<file path="config.mk">
export PLATFORM = sky130hd
export DESIGN_NAME = raycast_wall_texture_column
export DESIGN_NICKNAME = d
export VERILOG_FILES = /design/src/rtl/rcwt_pkg.sv /design/src/rtl/rcwt_alu.sv /design/src/rtl/rcwt_ctrl.sv /design/src/rtl/raycast_wall_texture_column.sv
export SDC_FILE = /design/constraint.sdc
export NUM_CORES = 1
export LEC_CHECK = 0
export BUFFER_PORTS_ARGS = -buffer_cell sky130_fd_sc_hd__buf_2
export CORE_MARGIN = 2
export CORE_UTILIZATION = 30
export CTS_BUF_LIST = sky130_fd_sc_hd__clkbuf_2 sky130_fd_sc_hd__clkbuf_4 sky130_fd_sc_hd__clkbuf_8
export DETAILED_ROUTE_END_ITERATION = 10
export GPL_TIMING_DRIVEN = 0
export SLEW_MARGIN = 20
export SYNTH_ARGS = -nofsm -noshare
export SYNTH_HDL_FRONTEND = slang
export SYNTH_HIERARCHICAL = 1
export SYNTH_SLANG_ARGS = --single-unit
</file>
<file path="constraint.sdc">
create_clock -name clk -period 5.9 [get_ports clk]
set_clock_uncertainty 0.05 [all_clocks]
set_input_delay 0.295 -clock clk [delete_from_list [all_inputs] [get_ports clk]]
set_output_delay 0.295 -clock clk [all_outputs]
set_load 0.02 [all_outputs]
</file>
<file path="src/rtl/rcwt_pkg.sv">
// Shared types and constants for the raycast wall texture column block.
// Used by rcwt_ctrl and the top module; depends on nothing else.
`timescale 1ns / 1ps

package rcwt_pkg;

  // Fixed field widths
  localparam int ROW_W    = 13;   // row counters, wide enough for draw_limit
  localparam int PIX_W    = 12;   // screen row / column
  localparam int TEX_W    = 10;   // texel coordinate
  localparam int STEP_W   = 32;   // row step, unsigned
  localparam int POS_W    = 44;   // row position, two's complement
  localparam int OFF_W    = 17;   // signed start offset in rows
  localparam int FRAC_W   = 16;   // wall fraction width
  localparam int LH_W     = 16;   // line height width
  localparam int LG_W     = 4;    // texture size log2 register
  localparam int SH_W     = 12;   // screen height register
  localparam int CFG_W    = 12;   // configuration data width
  localparam int DIV_XTRA = 11;   // dividend bits above the fraction (size up to 2^10)

  // Texture size log2 limits
  localparam logic [LG_W-1:0] LG_MIN = 4'd1;
  localparam logic [LG_W-1:0] LG_MAX = 4'd10;

  // Register reset values
  localparam logic [LG_W-1:0] LG_RESET = 4'd6;
  localparam logic [SH_W-1:0] SH_RESET = 12'd480;

  // Register indexes
  localparam logic REG_TEX_SIZE_LOG2 = 1'b0;
  localparam logic REG_SCREEN_HEIGHT = 1'b1;

  // Commands
  localparam logic CMD_BEGIN = 1'b0;
  localparam logic CMD_STEP  = 1'b1;

  // Texture codes
  localparam logic [1:0] TEX_NORTH = 2'd0;
  localparam logic [1:0] TEX_SOUTH = 2'd1;
  localparam logic [1:0] TEX_EAST  = 2'd2;
  localparam logic [1:0] TEX_WEST  = 2'd3;

  typedef struct packed {
    logic              command;
    logic              hit_side;
    logic              ray_x_negative;
    logic              ray_y_positive;
    logic [FRAC_W-1:0] wall_fraction;
    logic [LH_W-1:0]   slice_height;
    logic [PIX_W-1:0]  draw_first;
    logic [ROW_W-1:0]  draw_limit;
    logic [PIX_W-1:0]  screen_column;
  } cmd_t;

  typedef struct packed {
    logic [PIX_W-1:0] pixel_row;
    logic [PIX_W-1:0] pixel_column;
    logic [1:0]       texture_select;
    logic [TEX_W-1:0] texel_x;
    logic [TEX_W-1:0] texel_y;
    logic             darken;
    logic             last_row;
  } texel_t;

  typedef enum logic [1:0] {
    ST_IDLE,
    ST_DIV,
    ST_MUL
  } state_t;

  // Sequencer controls toward the datapath
  typedef struct packed {
    logic idle;
    logic div_en;
    logic div_last;
    logic mul_en;
    logic mul_last;
  } ctl_t;

endpackage

</file>
<file path="src/rtl/rcwt_alu.sv">
// Shared add/subtract unit of the raycast wall texture column block.
// Serves divider trials, multiplier accumulation and row advance; width set by parameter W.
`timescale 1ns / 1ps

module rcwt_alu #(
  parameter int W = 44
) (
  input  logic [W-1:0] a,
  input  logic [W-1:0] b,
  input  logic         sub,
  output logic [W-1:0] y
);

  // Subtract as add of the inverted operand plus one
  assign y = a + (b ^ {W{sub}}) + W'(sub);

endmodule

</file>
<file path="src/rtl/rcwt_ctrl.sv">
// Sequencer for the column setup: divide phase, then multiply phase.
// Depends on rcwt_pkg for the state and control types.
`timescale 1ns / 1ps

module rcwt_ctrl #(
  parameter int FRAC_BITS = 16
) (
  input  logic          clk,
  input  logic          rst,
  input  logic          start,
  output rcwt_pkg::ctl_t ctl
);
  import rcwt_pkg::*;

  localparam int NUMW  = FRAC_BITS + DIV_XTRA;
  localparam int CNT_W = $clog2(NUMW);

  state_t           state;
  state_t           state_next;
  logic [CNT_W-1:0] cnt;
  logic [CNT_W-1:0] cnt_next;
  logic             div_done;
  logic             mul_done;

  assign div_done = (cnt == CNT_W'(NUMW - 1));
  assign mul_done = (cnt == CNT_W'(OFF_W - 1));

  // Next state and iteration count
  always_comb begin
    state_next = state;
    cnt_next   = cnt;
    case (state)
      ST_IDLE: begin
        cnt_next = '0;
        if (start) begin
          state_next = ST_DIV;
        end
      end
      ST_DIV: begin
        if (div_done) begin
          state_next = ST_MUL;
          cnt_next   = '0;
        end else begin
          cnt_next = cnt + CNT_W'(1);
        end
      end
      ST_MUL: begin
        if (mul_done) begin
          state_next = ST_IDLE;
          cnt_next   = '0;
        end else begin
          cnt_next = cnt + CNT_W'(1);
        end
      end
      default: begin
        state_next = ST_IDLE;
        cnt_next   = '0;
      end
    endcase
  end

  // Control outputs
  always_comb begin
    ctl = '0;
    case (state)
      ST_IDLE: begin
        ctl.idle = 1'b1;
      end
      ST_DIV: begin
        ctl.div_en   = 1'b1;
        ctl.div_last = div_done;
      end
      ST_MUL: begin
        ctl.mul_en   = 1'b1;
        ctl.mul_last = mul_done;
      end
      default: begin
        ctl = '0;
      end
    endcase
  end

  always_ff @(posedge clk) begin
    if (rst) begin
      state <= ST_IDLE;
      cnt   <= '0;
    end else begin
      state <= state_next;
      cnt   <= cnt_next;
    end
  end

endmodule

</file>
<file path="src/rtl/raycast_wall_texture_column.sv">
// Raycast wall texture column: texel address generator for one screen column.
// Step item: result registered if rows remain; one step item per cycle when cmd_stall is low.
// Begin item: busy while the sequencer runs its divide and multiply phases: one quotient
// bit a cycle for the row step, then shift-add over the 17-bit offset for the start position,
// both through the single 44-bit add/subtract unit. Synchronous active-high reset clears
// sequencer, column and output-valid state and sets tex_size_log2 = 6, screen_height = 480.
`timescale 1ns / 1ps

module raycast_wall_texture_column #(
  parameter int FRAC_BITS   = 16,
  parameter int SCREEN_BITS = 12
) (
  input  logic                          clk,
  input  logic                          rst,
  input  logic                          cmd_valid,
  output logic                          cmd_stall,
  input  rcwt_pkg::cmd_t                cmd,
  output logic                          texel_valid,
  input  logic                          texel_stall,
  output rcwt_pkg::texel_t              texel,
  input  logic                          cfg_write,
  input  logic                          cfg_index,
  input  logic [rcwt_pkg::CFG_W-1:0]    cfg_data
);
  import rcwt_pkg::*;

  localparam int NUMW = FRAC_BITS + DIV_XTRA;
  localparam int QW   = ((NUMW > STEP_W) ? NUMW : STEP_W) + 1;
  localparam logic [ROW_W:0] ROW_CAP = (ROW_W + 1)'(1) << SCREEN_BITS;

  // Configuration registers
  logic [LG_W-1:0] tex_size_log2;
  logic [SH_W-1:0] screen_height;

  // Column state
  logic [1:0]        texture_pick;
  logic [TEX_W-1:0]  texture_column;
  logic [STEP_W-1:0] row_step;
  logic [POS_W-1:0]  row_position;
  logic [ROW_W-1:0]  current_row;
  logic [ROW_W-1:0]  end_row;
  logic [PIX_W-1:0]  column_held;

  // Divider and multiplier working registers
  logic [NUMW-1:0]  dividend;
  logic [LH_W-1:0]  divisor;
  logic [LH_W-1:0]  rem;
  logic [QW-1:0]    quot;
  logic [OFF_W-1:0] offset;
  logic [POS_W-1:0] mcand;

  ctl_t ctl;

  logic              take;
  logic              start;
  logic              step_take;
  logic              emit;
  logic [LG_W-1:0]   lg;
  logic [TEX_W-1:0]  size_mask;
  logic [1:0]        pick_in;
  logic [TEX_W-1:0]  col_raw;
  logic [LH_W-1:0]   lh_eff;
  logic [OFF_W-1:0]  offset_in;
  logic [ROW_W-1:0]  end_in;
  logic [LH_W:0]     rem_shift;
  logic              ge;
  logic [QW-1:0]     quot_next;
  logic [STEP_W-1:0] step_sat;
  logic [POS_W-1:0]  alu_a;
  logic [POS_W-1:0]  alu_b;
  logic              alu_sub;
  logic [POS_W-1:0]  alu_y;
  texel_t            texel_next;

  // Handshake
  assign cmd_stall = !ctl.idle || (texel_valid && texel_stall);
  assign take      = cmd_valid && !cmd_stall;
  assign start     = take && (cmd.command == CMD_BEGIN);
  assign step_take = take && (cmd.command == CMD_STEP);
  assign emit      = step_take && (current_row < end_row);

  rcwt_ctrl #(
    .FRAC_BITS(FRAC_BITS)
  ) u_ctrl (
    .clk  (clk),
    .rst  (rst),
    .start(start),
    .ctl  (ctl)
  );

  // Clamp texture size and build its mask
  always_comb begin
    if (tex_size_log2 < LG_MIN) begin
      lg = LG_MIN;
    end else if (tex_size_log2 > LG_MAX) begin
      lg = LG_MAX;
    end else begin
      lg = tex_size_log2;
    end
    size_mask = TEX_W'(((TEX_W + 1)'(1) << lg) - (TEX_W + 1)'(1));
  end

  // Decode the ray hit for a begin item
  always_comb begin
    if (cmd.hit_side == 1'b0) begin
      pick_in = cmd.ray_x_negative ? TEX_WEST : TEX_EAST;
    end else begin
      pick_in = cmd.ray_y_positive ? TEX_SOUTH : TEX_NORTH;
    end
    col_raw = TEX_W'(cmd.wall_fraction >> (5'd16 - 5'(lg)));
    if (pick_in == TEX_WEST || pick_in == TEX_SOUTH) begin
      col_raw = col_raw ^ size_mask;
    end
    lh_eff    = (cmd.slice_height == '0) ? LH_W'(1) : cmd.slice_height;
    offset_in = OFF_W'(cmd.draw_first) - OFF_W'(screen_height[SH_W-1:1])
                + OFF_W'(lh_eff[LH_W-1:1]);
    if ((ROW_W + 1)'(cmd.draw_limit) > ROW_CAP) begin
      end_in = ROW_CAP[ROW_W-1:0];
    end else begin
      end_in = cmd.draw_limit;
    end
  end

  // Divider trial: shifted remainder against the divisor
  assign rem_shift = {rem, dividend[NUMW-1]};
  assign ge        = !alu_y[POS_W-1];
  assign quot_next = {quot[QW-2:0], ge};
  assign step_sat  = (|quot_next[QW-1:STEP_W]) ? '1 : quot_next[STEP_W-1:0];

  // Route the shared adder
  always_comb begin
    if (ctl.div_en) begin
      alu_a   = POS_W'(rem_shift);
      alu_b   = POS_W'(divisor);
      alu_sub = 1'b1;
    end else if (ctl.mul_en) begin
      alu_a   = row_position;
      alu_b   = mcand;
      alu_sub = ctl.mul_last;
    end else begin
      alu_a   = row_position;
      alu_b   = POS_W'(row_step);
      alu_sub = 1'b0;
    end
  end

  rcwt_alu #(
    .W(POS_W)
  ) u_alu (
    .a  (alu_a),
    .b  (alu_b),
    .sub(alu_sub),
    .y  (alu_y)
  );

  // Configuration writes
  always_ff @(posedge clk) begin
    if (rst) begin
      tex_size_log2 <= LG_RESET;
      screen_height <= SH_RESET;
    end else if (cfg_write) begin
      case (cfg_index)
        REG_TEX_SIZE_LOG2: tex_size_log2 <= cfg_data[LG_W-1:0];
        REG_SCREEN_HEIGHT: screen_height <= cfg_data[SH_W-1:0];
        default: begin
        end
      endcase
    end
  end

  // Column state: latch on begin, load row step and start position, advance on each emitted row
  always_ff @(posedge clk) begin
    if (rst) begin
      texture_pick   <= '0;
      texture_column <= '0;
      row_step       <= '0;
      row_position   <= '0;
      current_row    <= '0;
      end_row        <= '0;
      column_held    <= '0;
    end else begin
      if (start) begin
        texture_pick   <= pick_in;
        texture_column <= col_raw;
        current_row    <= ROW_W'(cmd.draw_first);
        end_row        <= end_in;
        column_held    <= cmd.screen_column;
      end else if (emit) begin
        row_position <= alu_y;
        current_row  <= current_row + ROW_W'(1);
      end
      if (ctl.div_last) begin
        row_step     <= step_sat;
        row_position <= '0;
      end else if (ctl.mul_en && offset[0]) begin
        row_position <= alu_y;
      end
    end
  end

  // Divider and multiplier working registers
  always_ff @(posedge clk) begin
    if (start) begin
      dividend <= NUMW'(1) << (FRAC_BITS + int'(lg));
      divisor  <= lh_eff;
      rem      <= '0;
      quot     <= '0;
      offset   <= offset_in;
    end else if (ctl.div_en) begin
      dividend <= dividend << 1;
      rem      <= ge ? alu_y[LH_W-1:0] : rem_shift[LH_W-1:0];
      quot     <= quot_next;
      if (ctl.div_last) begin
        mcand <= POS_W'(step_sat);
      end
    end else if (ctl.mul_en) begin
      offset <= offset >> 1;
      mcand  <= mcand << 1;
    end
  end

  // Result for one row
  always_comb begin
    texel_next.pixel_row      = current_row[PIX_W-1:0];
    texel_next.pixel_column   = column_held;
    texel_next.texture_select = texture_pick;
    texel_next.texel_x        = texture_column;
    texel_next.texel_y        = row_position[FRAC_BITS +: TEX_W] & size_mask;
    texel_next.darken         = (texture_pick == TEX_NORTH) || (texture_pick == TEX_EAST);
    texel_next.last_row       = ((ROW_W + 1)'(current_row) + (ROW_W + 1)'(1))
                                >= (ROW_W + 1)'(end_row);
  end

  // Output register: load on emit, drop when taken
  always_ff @(posedge clk) begin
    if (rst) begin
      texel_valid <= 1'b0;
    end else if (emit) begin
      texel_valid <= 1'b1;
    end else if (!texel_stall) begin
      texel_valid <= 1'b0;
    end
  end

  always_ff @(posedge clk) begin
    if (emit) begin
      texel <= texel_next;
    end
  end

  // A begin item always occupies the sequencer on the next cycle
  a_begin_busy: assert property (@(posedge clk) disable iff (rst)
    start |=> cmd_stall)
    else $error("begin item did not occupy the sequencer");

  // A new result only follows an accepted step item
  a_result_from_step: assert property (@(posedge clk) disable iff (rst)
    $rose(texel_valid) |-> $past(cmd_valid && !cmd_stall && cmd.command == CMD_STEP))
    else $error("result appeared without a step item");

  // The final row of a column leaves no rows behind it
  a_last_row_end: assert property (@(posedge clk) disable iff (rst)
    (texel_valid && texel.last_row) |-> (current_row == end_row))
    else $error("last row flagged while rows remain");

endmodule
</file>
Word-level counts from Yosys, hierarchy flattened
Index checks and enable logic that the tools add are counted.
Operators by class
  add/subtract/negate cells: 10
  order comparisons: 5
  equal/unequal tests: 14
  shifts and indexed selects: 3
  mux-type cells: 40
  bitwise logic cells: 6
  reduce and logical (&&, ||, !) cells: 28
Operators by type and width (count)
  $mux 44: 9
  $mux 27: 2
  $mux 17: 3
  $add 44x1->44: 1
  $add 44x44->44: 1
  $xor 44x44->44: 1
  $mux 16: 2
  $mux 32: 1
  $shl 1x6->27 const A: 1
  $mux 12: 2
  $add 13x16->17: 1
  $logic_not 16->1: 1
  $shr 16x5->10: 1
  $add 13x1->14 const B: 1
  $ge 14x13->1: 1
  $add 13x1->13 const B: 1
  $gt 13x13->1 const B: 1
  $lt 13x13->1: 1
  $mux 13: 1
  $sub 12x11->13: 1
  $mux 2: 6
  $and 10x10->10: 1
  $eq 5x5->1 const B: 2
  $mux 10: 1
  26 further kinds: 63
Word-level totals
  flip-flop bits (word level): 350
  logic and storage cells: 133

Depth between registers and ports, before layout
  depth in word-level cells: 11
  depth in mapped cells: 23

Hierarchy
Netlist, hierarchy kept.
By module, submodules not included
  raycast_wall_texture_column: times used 1, cells each 1721, area each 16578.4 µm², seq. area each 7887.6 µm²
  rcwt_alu: times used 1, cells each 433, area each 3091.7 µm², seq. area each 0.0 µm²
  rcwt_ctrl: times used 1, cells each 45, area each 441.7 µm², seq. area each 140.1 µm²

Worst setup path after synthesis
OpenSTA, ideal clock, no wires.
  path type: flip-flop to flip-flop
  start: reg u_ctrl.state[1]
  end: reg rem[0]
  library setup time: 0.137 ns
  arrival: 4.926 ns
  slack: 0.787 ns
  cell stages (with the launch flop): 23
  clock period less this slack: 5.113 ns
  cell sequence: dfxtp_1 -> inv_1 -> ha_1 -> buf_4 -> clkbuf_1 -> clkbuf_1 -> clkbuf_1 -> a21o_1 -> buf_2 -> buf_1 -> xor2_1 -> ha_1 -> buf_2 -> nand4_1 -> or3_1 -> o21ai_1 -> a41oi_2 -> o2111ai_1 -> nand2_1 -> xnor2_1 -> clkbuf_1 -> mux2i_1 -> a211oi_1
RTL lines
  start: declaration: line rcwt_ctrl.sv:18  | state_t state;
  start signal: assignment: line rcwt_ctrl.sv:88  | state <= state_next;
  end signal: assignment: line raycast_wall_texture_column.sv:211  | rem <= ge ? alu_y[LH_W-1:0] : rem_shift[LH_W-1:0];
  end: declaration: line raycast_wall_texture_column.sv:47  | logic [LH_W-1:0] rem;

==> results.rst <==
.. list-table::
   :header-rows: 1

   * - Metric
     - Value
   * - Synth area leaders
     - sky130_fd_sc_hd__edfxtp_1 20%, sky130_fd_sc_hd__dfxtp_1 20%, sky130_fd_sc_hd__mux2i_1 7.3%, sky130_fd_sc_hd__ha_1 7.0%, sky130_fd_sc_hd__nand2_1 4.7%
   * - Number of antenna violations at the first check in global routing
     - 3
   * - Top fanout value on the critical path
     - 10
   * - Final sum of negative setup slack
     - 0 ps
   * - Placeable Area
     - ~66000 um2
   * - Count of TritonRoute iterations in the first routing pass
     - 6
   * - #FFs+latches synth
     - 333
   * - Register-to-Register Setup Slack
     - 370 ps
   * - Reported net switching power
     - 3.69 mW
   * - Result of the run
     - finished, final reports clean
   * - Last weighted congestion value of the routability-driven placer
     - about 0.88
   * - Synth top cells by count
     - 251 x sky130_fd_sc_hd__nand2_1, 230 x sky130_fd_sc_hd__nor2_1, 197 x sky130_fd_sc_hd__dfxtp_1
   * - Initial Util
     - 30.4%
   * - CTS Root Buffer Type
     - sky130_fd_sc_hd__clkbuf_8
   * - Global route overflow
     - 0
   * - Syn Nets
     - 2405
   * - CP Capture Type
     - register
   * - Unrepaired setup endpoints after global routing
     - yes
   * - End point of the most critical hold path
     - divisor[14]
   * - Drt total wl
     - just under 60000 um
   * - Post-route setup slack
     - 368 ps
   * - Origin of the worst min-delay path
     - cmd[51]
   * - Number of standard cells after synthesis
     - 2199
   * - Fin crit share
     - 93.8%
   * - Worst slew slack as a fraction of its limit
     - between 20% and 30%
   * - Portion of synthesized cell area occupied by the leading cell type
     - 20.3%
   * - Cell variety after synth
     - 89
   * - Clk_lat worst skew
     - slightly below 700 ps
   * - Boundary pin count
     - roughly 140
   * - Detailed placer's ending HPWL
     - 44600 um
   * - Via/cell ratio
     - 5.00
   * - Placement Cell Area
     - 21900 um2
   * - Clock edge transition at the registers on the reported setup and hold paths
     - approximately 60 ps
   * - Seq/Total Area, Yosys
     - between 30% and 40%
   * - Slew at the pin with the worst max-slew slack
     - approximately 1200 ps
   * - Finished layout cell area
     - 23800 um2
   * - Slew Limit Fails
     - 0
   * - TritonCTS Sinks
     - 333
   * - Power share of the clock group
     - approximately 26%
   * - CP required
     - 6350 ps
   * - Part of the power in registers
     - 32.2%
   * - Peak supply drop
     - 0.190 mV
   * - Share of post-route cells with drive strength above 1
     - between 10% and 20%
   * - Max-cap check violation count
     - 0
   * - Via count of the first global-routing pass
     - 16384
   * - Static power due to leakage
     - around 10 nW
   * - Reg2Reg Capture Point
     - rem[2]
   * - Final setup viols
     - 0
   * - Most frequent cell after synthesis
     - sky130_fd_sc_hd__nand2_1
   * - Power Total
     - 9.33 mW
   * - Global-route usage over all layers
     - 16.6%
   * - Hold Path Depth
     - 2
   * - Fmax
     - 0.181 GHz
   * - Setup CP Type
     - register to register
   * - R2R depth
     - 20
   * - Most frequently used flop master after synthesis
     - sky130_fd_sc_hd__dfxtp_1
   * - Cell internal power dissipation
     - 5.64 mW
   * - Drc violations
     - 0
   * - Portion of total power attributed to combinational logic
     - about two fifths
   * - Die Ht
     - around 260 um
   * - Hold Path Class
     - primary input to register
   * - First DRT Iteration DRCs
     - 1142
   * - Avg Cell Area, Syn
     - a little over 9 um2
   * - Horizontal extent of the die
     - 263 um
   * - Placement-stage worst setup slack
     - -1180 ps
   * - YS warnings
     - 6
   * - FF-to-FF Start
     - u_ctrl/state[0]
   * - Time the final worst path needs with I/O delays and setup
     - 5530 ps
   * - Clock Tree Buf Depth
     - 3
   * - IO buf count
     - 140
   * - Cell taking the most area after synthesis
     - sky130_fd_sc_hd__edfxtp_1
   * - CTS tree
     - yes
   * - Kind of launch point of the worst setup path
     - register
   * - Maximum number of pins on one net before global-route repair
     - 49
   * - Count of antenna-violating nets left after detailed routing
     - 0
   * - Standard-cell rows
     - 94
   * - Post-synth ARST share
     - 0%
   * - Average wire per cell in the routed design
     - about 17 um
   * - Filler cell count in the final layout
     - ~6800
   * - Postcts setup bufs
     - 0
   * - Total standard cell area after synthesis
     - approximately 20000 um2
   * - WHS
     - 41.6 ps
   * - Count of final hold-check violations
     - 0
   * - First-pass GRT wire length
     - 91800 um
   * - Net switching fraction of the power
     - 39.5%
   * - Number of enable-type register cells in the synthesized netlist
     - 136
   * - PD cells
     - 392 nW/um2
   * - Number of CTS-inserted buffers
     - 58
   * - Routed via count
     - 16843
   * - Syn-to-layout area delta
     - 18.5%
   * - Post-layout net count
     - 2660
   * - Critical path arrival
     - 5990 ps
   * - CTS H-tree depth
     - 2
   * - Area enclosed by the die boundary
     - about 70000 um2
-- worst max-delay path: stages (launching register included) --
cell and delay (ps):
sky130_fd_sc_hd__dfxtp_1 320, sky130_fd_sc_hd__inv_1 120, sky130_fd_sc_hd__ha_1 220, sky130_fd_sc_hd__clkbuf_2 270
sky130_fd_sc_hd__buf_2 370, sky130_fd_sc_hd__a21o_1 170, sky130_fd_sc_hd__buf_2 240, sky130_fd_sc_hd__buf_2 350
sky130_fd_sc_hd__xor2_1 170, sky130_fd_sc_hd__ha_1 300, sky130_fd_sc_hd__buf_2 180, sky130_fd_sc_hd__nand4_1 130
sky130_fd_sc_hd__or3_1 380, sky130_fd_sc_hd__o21ai_1 340, sky130_fd_sc_hd__a41oi_2 290, sky130_fd_sc_hd__o2111ai_1 240
sky130_fd_sc_hd__nand2_1 100, sky130_fd_sc_hd__xnor2_1 340, sky130_fd_sc_hd__buf_2 400, sky130_fd_sc_hd__mux2i_1 270
sky130_fd_sc_hd__a211oi_1 100
-- how the worst max path moves through the flow --
stage | from | endpoint | depth (start not counted)
final | u_ctrl/state[0] | rem[2] | 20
after global routing | u_ctrl/state[0] | rem[14] | 20
after CTS | u_ctrl/state[0] | rem[2] | 20
after detailed placement | u_ctrl/state[1] | rem[2] | 22
after global placement | u_ctrl/state[0] | mcand[4] | 8
after floorplan | u_ctrl/state[1] | rem[0] | 22
-- power groups by stage --
| stage | registers [mW] | clock network (mW) | logic (mW) |
|---|---|---|---|
| floorplan | 3.06 | 0 | 2.79 |
| detailed placement | 3.05 | 0 | 3.85 |
| CTS | 3.01 | 2.47 | 3.90 |
| global route | 3.05 | 2.56 | 4.33 |
| global placement | 3.06 | 0 | 3.82 |
| finish | 3.01 | 2.41 | 3.91 |
-- cell type report --
cell class	instances	area [um2]	share of cell area [%]
inverter	75	297	1.24
multi-input combinational	1644	11200	47.0
tap	864	1080	4.54
antenna	1	2.50	0.0105
sequential	333	8030	33.7
clock buffer	86	1060	4.44
buffer	144	592	2.48
clock inverter	24	255	1.07
timing repair buffer	198	1300	5.47
-- registers in the layout, summed over array words and instances (netlist names), 16 cells and up --
signal,cells
texel,48
divisor,16
offset,17
rem,16
row_step,32
row_position,44
quot,32
mcand,44
-- logic make-up (layout without fill, tap and decap cells) --
kind of cell | count (synthesis) | count (layout) | share of synthesized area [%]
AOI/OAI and AO/OA | 492 | 492 | 16.6
xor gates and xnor gates | 127 | 127 | 5.53
adders and majority gates | 115 | 115 | 7.27
buffers and inverters | 222 | 527 | 4.40
DFF | 333 | 333 | 39.9
muxes | 174 | 174 | 9.35
other | 0 | 1 | 0
and+or+nand+nor | 736 | 736 | 17.0
-- cells in the final DEF, fill, tap and decap left out, drive strengths merged, types with 12 or more instances in the layout --
cell	synthesis	final
a211oi	70	70
a21o	31	31
a21oi	127	127
a22o	17	17
a31oi	12	12
and2	25	25
buf	34	179
clkbuf	113	193
clkinv	3	20
dfxtp	197	197
dlygate4sd3	0	56
edfxtp	136	136
ha	112	112
inv	72	73
mux2	18	18
mux2i	147	147
nand2	251	251
nand2b	21	21
nand3	35	35
nand4	17	17
nor2	231	231
nor2b	63	63
nor3	21	21
nor3b	14	14
o211ai	14	14
o21a	24	24
o21ai	91	91
o21bai	16	16
o31ai	13	13
or3	14	14
xnor2	51	51
xor2	76	76
-- per-stage QoR --
step / utilization (%) / instances
after floorplan: - / 2199
after global placement: 33.1 / 3203
final: 36.0 / 3369
after global routing: 36.0 / 3368
after CTS: 36.0 / 3369
after detailed placement: 33.2 / 3205
-- per-layer routing --
layer | track usage [%] | share of wire [%]
met1 | 22.1 | 46
met2 | 27.3 | 46
met3 | 2.94 | 5.4
met4 | 5.24 | 2.8
met5 | 0 | 0.025
-- repair_timing --
action / 4_1_cts / 5_1_grt
hold buffers: 56 / 0
resized for setup: 7 / 7
gates cloned: 0 / 0
hold endpoints to repair: 61 / 0
endpoints found under the setup margin: 30 / 20
No activity file was read; power rests on OpenSTA's default activity.
